`src/rtl/core/asp_pkg.sv`:
```
// Package: shared types and constants for the adjacent-swap permutation generator.
`timescale 1ns / 1ps
`default_nettype none
package asp_pkg;

	localparam int CFG_W = 5;
	localparam int POS_OUT_W = 4;

	typedef enum logic [1:0] {
		PH_RIGHT = 2'd0,
		PH_LEFT  = 2'd1,
		PH_DEFER = 2'd2
	} phase_t;

	typedef struct packed {
		logic restart;
	} req_t;

	typedef struct packed {
		logic                 swap_valid;
		logic [POS_OUT_W-1:0] pos_low;
		logic [POS_OUT_W-1:0] pos_high;
		logic                 finished;
	} rsp_t;

	typedef struct packed {
		logic [CFG_W-1:0] num_elements;
	} cfg_t;

endpackage
`default_nettype wire

```
`src/rtl/core/asp_if.sv`:
```
// Interfaces: request, result and configuration channels with valid/ready.
`timescale 1ns / 1ps
`default_nettype none
interface asp_req_if;
	import asp_pkg::*;
	logic valid;
	logic ready;
	req_t data;
	modport source (output valid, output data, input ready);
	modport sink (input valid, input data, output ready);
endinterface

interface asp_rsp_if;
	import asp_pkg::*;
	logic valid;
	logic ready;
	rsp_t data;
	modport source (output valid, output data, input ready);
	modport sink (input valid, input data, output ready);
endinterface

interface asp_cfg_if;
	import asp_pkg::*;
	logic valid;
	logic ready;
	cfg_t data;
	modport source (output valid, output data, input ready);
	modport sink (input valid, input data, output ready);
endinterface
`default_nettype wire

```
`src/rtl/core/adjacent_swap_permutation_gen_unit.sv`:
```
// Operation: a request descends one level per cycle from the top level until a
// level takes it and gives a swap result; a request that falls off the bottom
// level exhausts the sequence and answers finished.
// Restart, finished and single-element requests answer without descending.
// Requests: only one is in flight at a time.
// Reset: all levels cleared, num_elements 16 (saturated to MAX_ELEMENTS).
`timescale 1ns / 1ps
`default_nettype none
module adjacent_swap_permutation_gen_unit import asp_pkg::*; #(
	parameter int MAX_ELEMENTS = 16
) (
	input  wire logic clk,
	input  wire logic arst_n,
	asp_req_if.sink   req,
	asp_rsp_if.source rsp,
	asp_cfg_if.sink   cfg
);

	localparam int NL = MAX_ELEMENTS - 1;
	localparam int PW = $clog2(MAX_ELEMENTS);
	localparam int LW = $clog2(2 * MAX_ELEMENTS);
	localparam int NW = $clog2(MAX_ELEMENTS + 1);
	localparam int IW = $clog2(MAX_ELEMENTS);
	localparam int RST_N = (MAX_ELEMENTS < 16) ? MAX_ELEMENTS : 16;

	logic [NW-1:0] eff_q;
	logic [IW-1:0] top_q;
	logic [NW-1:0] eff_new;
	logic          start_q;
	logic          busy_q;
	logic          done_q;
	logic          rsp_valid_q;
	rsp_t          rsp_q;
	logic          req_fire;
	logic          cfg_fire;
	logic          clr;

	logic [NL-1:0]         act;
	logic [NL-1:0]         pass;
	logic [NL-1:0][LW-1:0] pass_shift;
	logic [NL-1:0][LW-1:0] shift_in;
	logic [NL-1:0]         hit;
	logic [NL-1:0][LW-1:0] hit_lo;
	logic                  hit_any;
	logic [LW-1:0]         lo_any;
	logic [POS_OUT_W-1:0]  lo_out;

	assign req_fire  = req.valid && req.ready;
	assign cfg_fire  = cfg.valid && cfg.ready;
	assign req.ready = !busy_q && (!rsp_valid_q || rsp.ready);
	assign cfg.ready = 1'b1;
	assign clr       = cfg_fire || (req_fire && req.data.restart);
	assign rsp.valid = rsp_valid_q;
	assign rsp.data  = rsp_q;

	always_comb begin
		if (cfg.data.num_elements == '0) begin
			eff_new = NW'(1);
		end else if (32'(cfg.data.num_elements) > MAX_ELEMENTS) begin
			eff_new = NW'(MAX_ELEMENTS);
		end else begin
			eff_new = NW'(cfg.data.num_elements);
		end
	end

	// Inject at the top level, or hand down from the cell above.
	generate
		for (genvar i = 0; i < NL; i++) begin : g_cell
			if (i == NL - 1) begin : g_top
				assign act[i]      = start_q && (top_q == IW'(i));
				assign shift_in[i] = '0;
			end else begin : g_mid
				assign act[i]      = (start_q && (top_q == IW'(i))) || pass[i+1];
				assign shift_in[i] = pass[i+1] ? pass_shift[i+1] : '0;
			end
			asp_level_cell #(
				.LEVEL (i),
				.PW    (PW),
				.LW    (LW)
			) u_cell (
				.clk          (clk),
				.arst_n       (arst_n),
				.clr          (clr),
				.act          (act[i]),
				.shift_in     (shift_in[i]),
				.pass_q       (pass[i]),
				.pass_shift_q (pass_shift[i]),
				.hit          (hit[i]),
				.hit_lo       (hit_lo[i])
			);
		end
	endgenerate

	// At most one cell is active, so merge the results by OR.
	always_comb begin
		hit_any = 1'b0;
		lo_any  = '0;
		for (int i = 0; i < NL; i++) begin
			hit_any = hit_any | hit[i];
			lo_any  = lo_any | (hit[i] ? hit_lo[i] : '0);
		end
	end

	assign lo_out = POS_OUT_W'(lo_any);

	always_ff @(posedge clk or negedge arst_n) begin
		if (!arst_n) begin
			eff_q       <= NW'(RST_N);
			top_q       <= IW'(RST_N - 2);
			start_q     <= 1'b0;
			busy_q      <= 1'b0;
			done_q      <= 1'b0;
			rsp_valid_q <= 1'b0;
			rsp_q       <= '0;
		end else begin
			start_q <= 1'b0;
			if (rsp_valid_q && rsp.ready) begin
				rsp_valid_q <= 1'b0;
			end
			if (cfg_fire) begin
				eff_q  <= eff_new;
				top_q  <= IW'(eff_new - NW'(2));
				done_q <= 1'b0;
			end
			if (req_fire) begin
				if (req.data.restart) begin
					done_q      <= 1'b0;
					rsp_q       <= '0;
					rsp_valid_q <= 1'b1;
				end else if (done_q || eff_q == NW'(1)) begin
					done_q            <= 1'b1;
					rsp_q             <= '0;
					rsp_q.finished    <= 1'b1;
					rsp_valid_q       <= 1'b1;
				end else begin
					start_q <= 1'b1;
					busy_q  <= 1'b1;
				end
			end
			if (busy_q) begin
				if (hit_any) begin
					rsp_q.swap_valid <= 1'b1;
					rsp_q.pos_low    <= lo_out;
					rsp_q.pos_high   <= lo_out + 1'b1;
					rsp_q.finished   <= 1'b0;
					rsp_valid_q      <= 1'b1;
					busy_q           <= 1'b0;
				end else if (pass[0]) begin
					// Request fell off the bottom level: sequence exhausted.
					done_q      <= 1'b1;
					rsp_q       <= '0;
					rsp_q.finished <= 1'b1;
					rsp_valid_q <= 1'b1;
					busy_q      <= 1'b0;
				end
			end
		end
	end

endmodule
`default_nettype wire

```
`src/rtl/core/asp_level_cell.sv`:
```
// Level cell: sweep position and phase of one level, passes deferred requests down.
`timescale 1ns / 1ps
`default_nettype none
module asp_level_cell import asp_pkg::*; #(
	parameter int LEVEL = 0,
	parameter int PW = 4,
	parameter int LW = 5
) (
	input  wire logic          clk,
	input  wire logic          arst_n,
	input  wire logic          clr,
	input  wire logic          act,
	input  wire logic [LW-1:0] shift_in,
	output logic               pass_q,
	output logic [LW-1:0]      pass_shift_q,
	output logic               hit,
	output logic [LW-1:0]      hit_lo
);

	// Last position of this level's sweep (level size minus one).
	localparam logic [PW-1:0] LAST = PW'(LEVEL + 1);

	logic [PW-1:0] pos_q;
	logic [PW-1:0] pos_n;
	phase_t        ph_q;
	phase_t        ph_n;
	logic          res_q;
	logic          res_n;
	logic [PW-1:0] lo;
	logic          defer;

	always_comb begin
		pos_n = pos_q;
		ph_n  = ph_q;
		res_n = res_q;
		lo    = '0;
		defer = 1'b0;
		case (ph_q)
			PH_LEFT: begin
				if (pos_q != '0) begin
					pos_n = pos_q - 1'b1;
				end
				if (pos_n == '0) begin
					ph_n  = PH_DEFER;
					res_n = 1'b1;
				end
				lo = pos_n;
			end
			PH_DEFER: begin
				defer = 1'b1;
				ph_n  = res_q ? PH_RIGHT : PH_LEFT;
			end
			default: begin
				if (pos_q < LAST) begin
					pos_n = pos_q + 1'b1;
				end
				if (pos_n == LAST) begin
					ph_n  = PH_DEFER;
					res_n = 1'b0;
				end
				lo = pos_n - 1'b1;
			end
		endcase
	end

	assign hit    = act && !defer;
	assign hit_lo = LW'(lo) + shift_in;

	always_ff @(posedge clk or negedge arst_n) begin
		if (!arst_n) begin
			pos_q  <= '0;
			ph_q   <= PH_RIGHT;
			res_q  <= 1'b0;
			pass_q <= 1'b0;
		end else if (clr) begin
			pos_q  <= '0;
			ph_q   <= PH_RIGHT;
			res_q  <= 1'b0;
			pass_q <= 1'b0;
		end else begin
			pass_q <= act && defer;
			if (act) begin
				pos_q <= pos_n;
				ph_q  <= ph_n;
				res_q <= res_n;
			end
		end
	end

	// A left sweep just ended: the pair from below moves up by one.
	always_ff @(posedge clk) begin
		pass_shift_q <= shift_in + LW'(res_q);
	end

endmodule
`default_nettype wire

```
`src/flat_wrapper.sv`:
```
// flat-port wrapper written by rule: the top's interface ports become plain ports
module adjacent_swap_permutation_gen_unit_flat import asp_pkg::*;
#(
	parameter int MAX_ELEMENTS = 16
)
  (clk, arst_n, req_valid, req_data, req_ready, rsp_valid, rsp_data, rsp_ready, cfg_valid, cfg_data, cfg_ready);
  asp_req_if req_i ();
  asp_rsp_if rsp_i ();
  asp_cfg_if cfg_i ();
  input  wire logic clk;
  input  wire logic arst_n;
  input wire logic [$bits(req_i.valid)-1:0] req_valid;
  input wire logic [$bits(req_i.data)-1:0] req_data;
  output wire logic [$bits(req_i.ready)-1:0] req_ready;
  output wire logic [$bits(rsp_i.valid)-1:0] rsp_valid;
  output wire logic [$bits(rsp_i.data)-1:0] rsp_data;
  input wire logic [$bits(rsp_i.ready)-1:0] rsp_ready;
  input wire logic [$bits(cfg_i.valid)-1:0] cfg_valid;
  input wire logic [$bits(cfg_i.data)-1:0] cfg_data;
  output wire logic [$bits(cfg_i.ready)-1:0] cfg_ready;
  assign req_i.valid = req_valid;
  assign req_i.data = req_data;
  assign req_ready = req_i.ready;
  assign rsp_valid = rsp_i.valid;
  assign rsp_data = rsp_i.data;
  assign rsp_i.ready = rsp_ready;
  assign cfg_i.valid = cfg_valid;
  assign cfg_i.data = cfg_data;
  assign cfg_ready = cfg_i.ready;
  adjacent_swap_permutation_gen_unit #(.MAX_ELEMENTS(MAX_ELEMENTS)) u_core (.clk(clk), .arst_n(arst_n), .req(req_i), .rsp(rsp_i), .cfg(cfg_i));
endmodule
```
`config.mk`:
```
export PLATFORM = sky130hd
export DESIGN_NAME = adjacent_swap_permutation_gen_unit_flat
export DESIGN_NICKNAME = d
export VERILOG_FILES = /design/src/rtl/core/asp_pkg.sv /design/src/rtl/core/asp_if.sv /design/src/rtl/core/adjacent_swap_permutation_gen_unit.sv /design/src/rtl/core/asp_level_cell.sv /design/src/flat_wrapper.sv
export SDC_FILE = /design/constraint.sdc
export NUM_CORES = 1
export LEC_CHECK = 0
export BUFFER_PORTS_ARGS = -buffer_cell sky130_fd_sc_hd__buf_4
export CORE_ASPECT_RATIO = 2
export CORE_MARGIN = 1
export CORE_UTILIZATION = 30
export CTS_CLUSTER_SIZE = 28
export DETAILED_ROUTE_END_ITERATION = 10
export SLEW_MARGIN = 0
export SYNTH_ARGS = -nofsm -noshare
export SYNTH_HDL_FRONTEND = slang
export SYNTH_SLANG_ARGS = --single-unit
```
`constraint.sdc`:
```
create_clock -name clk -period 8 [get_ports clk]
set_input_delay 1.2 -clock clk [delete_from_list [all_inputs] [get_ports clk]]
set_output_delay 1.2 -clock clk [all_outputs]
set_load 0.005 [all_outputs]
```
==> metrics.txt <==
run status completed; peak clock frequency supported by timing 0.202 GHz; worst voltage drop across the vdd grid 0.132 mV; number of maximum-capacitance constraint violations 0; CTS sink count 192; sw power 756 uW; kind of end point of the critical path flop; Cell Rows 121; fraction of the yosys area taken by sequential cells 0.277; actual slew at the worst max-slew pin 1.12 ns; number of nets produced by synthesis 2277; Initial Utilization 0.303; Vias/cell 5.60; most numerous cell types in the synthesized netlist nor2_1, nand2_1, o21ai_0; Data arrival, critical path 5.30 ns; slack of the critical path 3.06 ns; area occupied by multi-input gates 10900 sq um; post-synthesis mux area share 0.0252; adder-cell share of the synthesized area 0.132; area taken by flip-flops and latches 4560 sq um; number of remaining DRC errors 0; final-layout setup total negative slack 0 ns; Worst Setup Path Type flop to flop; critical path fanouts, max 12; Internal Dissipation 1640 uW; setup slack on the worst flop-to-flop path 3.06 ns; count of hold buffers inserted by post-cts repair 0; dominant cell type by count on the critical path ha_1; cell-by-cell trace of the critical path inv_1, ha_1, nor2b_1, nand2_1, a21oi_1, ha_1, nand2_1, o21ai_0, fa_1, nor2b_1, a221oi_1, o31a_1, o2111ai_1, a2111oi_0, nand3_1, ha_1, xor2_1, a22o_1; number of nets in the layout 2210; Die Span X 167 microns; post-layout minimum cycle time 4.94 ns; remaining max-slew budget at the tightest pin 0.250; register clock-pin slew on the reported worst setup and hold paths 0.08 ns; detail-routed net length per standard cell 18.5 microns; post-CTS setup buffer count 0; async set-reset flop share out of synthesis 0.740; count of cell types in the netlist 84; main flop type after synthesis dfrtp_1; share of the synthesized netlist area taken by xor and xnor gates 0.0544; clock share of power 0.383; fill count 5687; setup repair after global routing missed its margin false; TritonCTS clock tree done; estimated wirelength of the detail-placed design 39000 microns; total length of routed wires 50400 microns; sum of buffers and inverters on the critical path 1; top-count cell post-synth nor2_1; total CTS buffers 17; Seq pwr share 0.439; cells resized by post-CTS repair 0; largest family of logic cells by synthesized area simple AND/OR/NAND/NOR gates; number of enable-type register cells in the synthesized netlist 0; capturing point of the worst reg2reg path u_core.rsp.data[3]; top cells by area in the synthesized netlist dfrtp_1, ha_1, dfxtp_1; number of synthesis warnings 0; DR iter-0 viols 850; pre-CTS worst setup slack 3.05 ns; Netlist Area Pre-Place 16400 sq um; final-report hold violation count 0; critical path's largest stage delay 0.55 ns; critical path's top delay family compound AO/OA/AOI/OAI gates; final worst-path cycle share 0.618; Compound-Gate Fraction of Synth Area 0.217; I/O Pins 24; library cell used as clock root buffer clkbuf_16; average cell area after synthesis 7.82 sq um; worst min path class flop to flop; path depth of the worst reg2reg path 18; final max-slew violation count 0; final setup violating endpoints 0; final antenna-violating net count 0; Die Footprint 55800 sq um; via count 15200; core region area 54200 sq um; number of antenna violations at the first check in global routing 0; global route overflow 0; Max clock buf depth 2; cell with the largest stage delay on the worst path dfrtp_1; Power per Cell Area 136 nW/um^2; biggest area consumer among synthesized cells dfrtp_1; Startpoint Class flop; launching element of the worst setup path u_core.g_cell[12].u_cell.pos_q[0]; Switching Share 0.315; gp weighted congestion 0.934; hold worst-path end u_core.g_cell[14].u_cell.pass_shift_q[0]; first-pass GRT wire length 80600 microns; number of levels the H-tree was split into 4; Inserted Diodes 0; all-layer global routing usage 0.183; Buffers on Ports 22; number of cells on the worst hold path 0; area fraction of the dominant cell type after synthesis 0.210; later-pin clock latency in the skew report 0.47 ns; fraction of final layout cells with drive strength greater than 1 0.0518; vias in the first global route 15500; synthesis-stage register bit count 192; Die Ht 333 microns; Logic pwr share 0.178; worst hold slack across all endpoints 0.434 ns; post-synthesis to final-layout area growth 7.61%; simple-gate area share of the yosys netlist 0.232; largest net degree at the start of global routing 81; min-delay src u_core.g_cell[14].u_cell.res_q; Req. time, crit path 8.35 ns; worst reg2reg path startpoint u_core.g_cell[12].u_cell.pos_q[0]; maximum clock skew at final layout 0.0116 ns; cell count after synthesis 2101; detailed-routing iteration count for the pre-antenna-repair pass 5; Leak 0.00761 uW
kinds of logic (layout without fill, tap and decap cells):
group           after synthesis  count (layout)
buf+inv                     266             212
xor+xnor                    102             102
flops                       192             192
other cells                   1               1
simple gates                780             780
mux                          40              40
fa+ha+maj                   165             165
compound gates              555             555
area by class of cell:
class,instances,share of cell area
multi-input cells,1643,0.615
flip-flops and latches,192,0.258
well taps,676,0.0478
inverters,148,0.0314
clock buffers,20,0.0258
repair buffers,32,0.0138
clock inverters,12,0.00835
worst max path at each step:
stage,end,slack [ns],depth (start not counted)
3_3_place_gp,u_core.rsp.data[3],3.11,19
2_1_floorplan,u_core.rsp.data[3],3.54,20
6_report,u_core.rsp.data[3],3.06,18
5_1_grt,u_core.rsp.data[3],2.60,18
4_1_cts,u_core.rsp.data[3],3.02,18
3_5_place_dp,u_core.rsp.data[3],3.05,18
layer usage:
metal / GRT usage / vias up / wire length [microns]
li1: - / 7259 / -
met1: 0.163 / 7420 / 16900
met2: 0.361 / 402 / 28100
met3: 0.0249 / 168 / 1450
met4: 0.145 / 0 / 3950
met5: 0 / - / 0
state kept, by name (all words and copies together) (netlist names):
signal / count
u_core.busy_q: 1
u_core.start_q: 1
u_core.rsp.valid: 1
u_core.done_q: 1
u_core.g_cell.u_cell.pass_shift_q: 50
u_core.rsp.data: 10
u_core.top_q: 4
u_core.g_cell.u_cell.res_q: 15
u_core.g_cell.u_cell.pos_q: 60
u_core.g_cell.u_cell.ph_q: 30
u_core.g_cell.u_cell.pass_q: 15
u_core.eff_q: 4
power by group through the flow:
stage | Clock (uW) | Sequential (uW) | Combinational [uW]
finish | 919 | 1050 | 427
global route | 974 | 1060 | 472
CTS | 939 | 1050 | 428
detailed placement | 0 | 1070 | 426
global placement | 0 | 1070 | 420
floorplan | 0 | 1050 | 298
through the flow:
step                utilization  cells  total power [uW]  instance area, sq um
finish                    0.326   2723              2400                 17700
global route              0.326   2723              2500                 17700
CTS                       0.326   2723              2420                 17700
detailed placement        0.315   2691              1500                 17100
global placement          0.315   2691              1490                 17100
floorplan                     -   2101              1350                 16400
cells in the final DEF, fill, tap and decap left out, types with 13 or more instances in the layout:
| master | count |
|---|---|
| nor2_1 | 210 |
| nand2_1 | 195 |
| o21ai_0 | 154 |
| ha_1 | 152 |
| inv_1 | 146 |
| a21oi_1 | 139 |
| dfrtp_1 | 138 |
| xnor2_1 | 71 |
| nand3_1 | 60 |
| nor3_1 | 57 |
| dfxtp_1 | 50 |
| nor2b_1 | 47 |
| nand2b_1 | 45 |
| and2_1 | 45 |
| xor2_1 | 31 |
| buf_4 | 31 |
| mux2i_1 | 29 |
| a21o_1 | 25 |
| a211oi_1 | 24 |
| a31oi_1 | 23 |
| o22ai_1 | 22 |
| or3_1 | 20 |
| o31ai_1 | 18 |
| clkbuf_16 | 17 |
| a22o_1 | 16 |
| nor3b_1 | 14 |
| o211ai_1 | 14 |
| or2_2 | 14 |
| nand4_1 | 13 |
| a22oi_1 | 13 |
| fa_1 | 13 |
worst reg2reg max path, stage by stage, from the launching register on:
cell	delay, ns
dfrtp_1	0.55
inv_1	0.17
ha_1	0.35
nor2b_1	0.31
nand2_1	0.17
a21oi_1	0.25
ha_1	0.26
nand2_1	0.05
o21ai_0	0.15
fa_1	0.50
nor2b_1	0.18
a221oi_1	0.37
o31a_1	0.19
o2111ai_1	0.10
a2111oi_0	0.35
nand3_1	0.26
ha_1	0.28
xor2_1	0.16
a22o_1	0.18
Note: power is estimated with default switching activity, not from simulation.
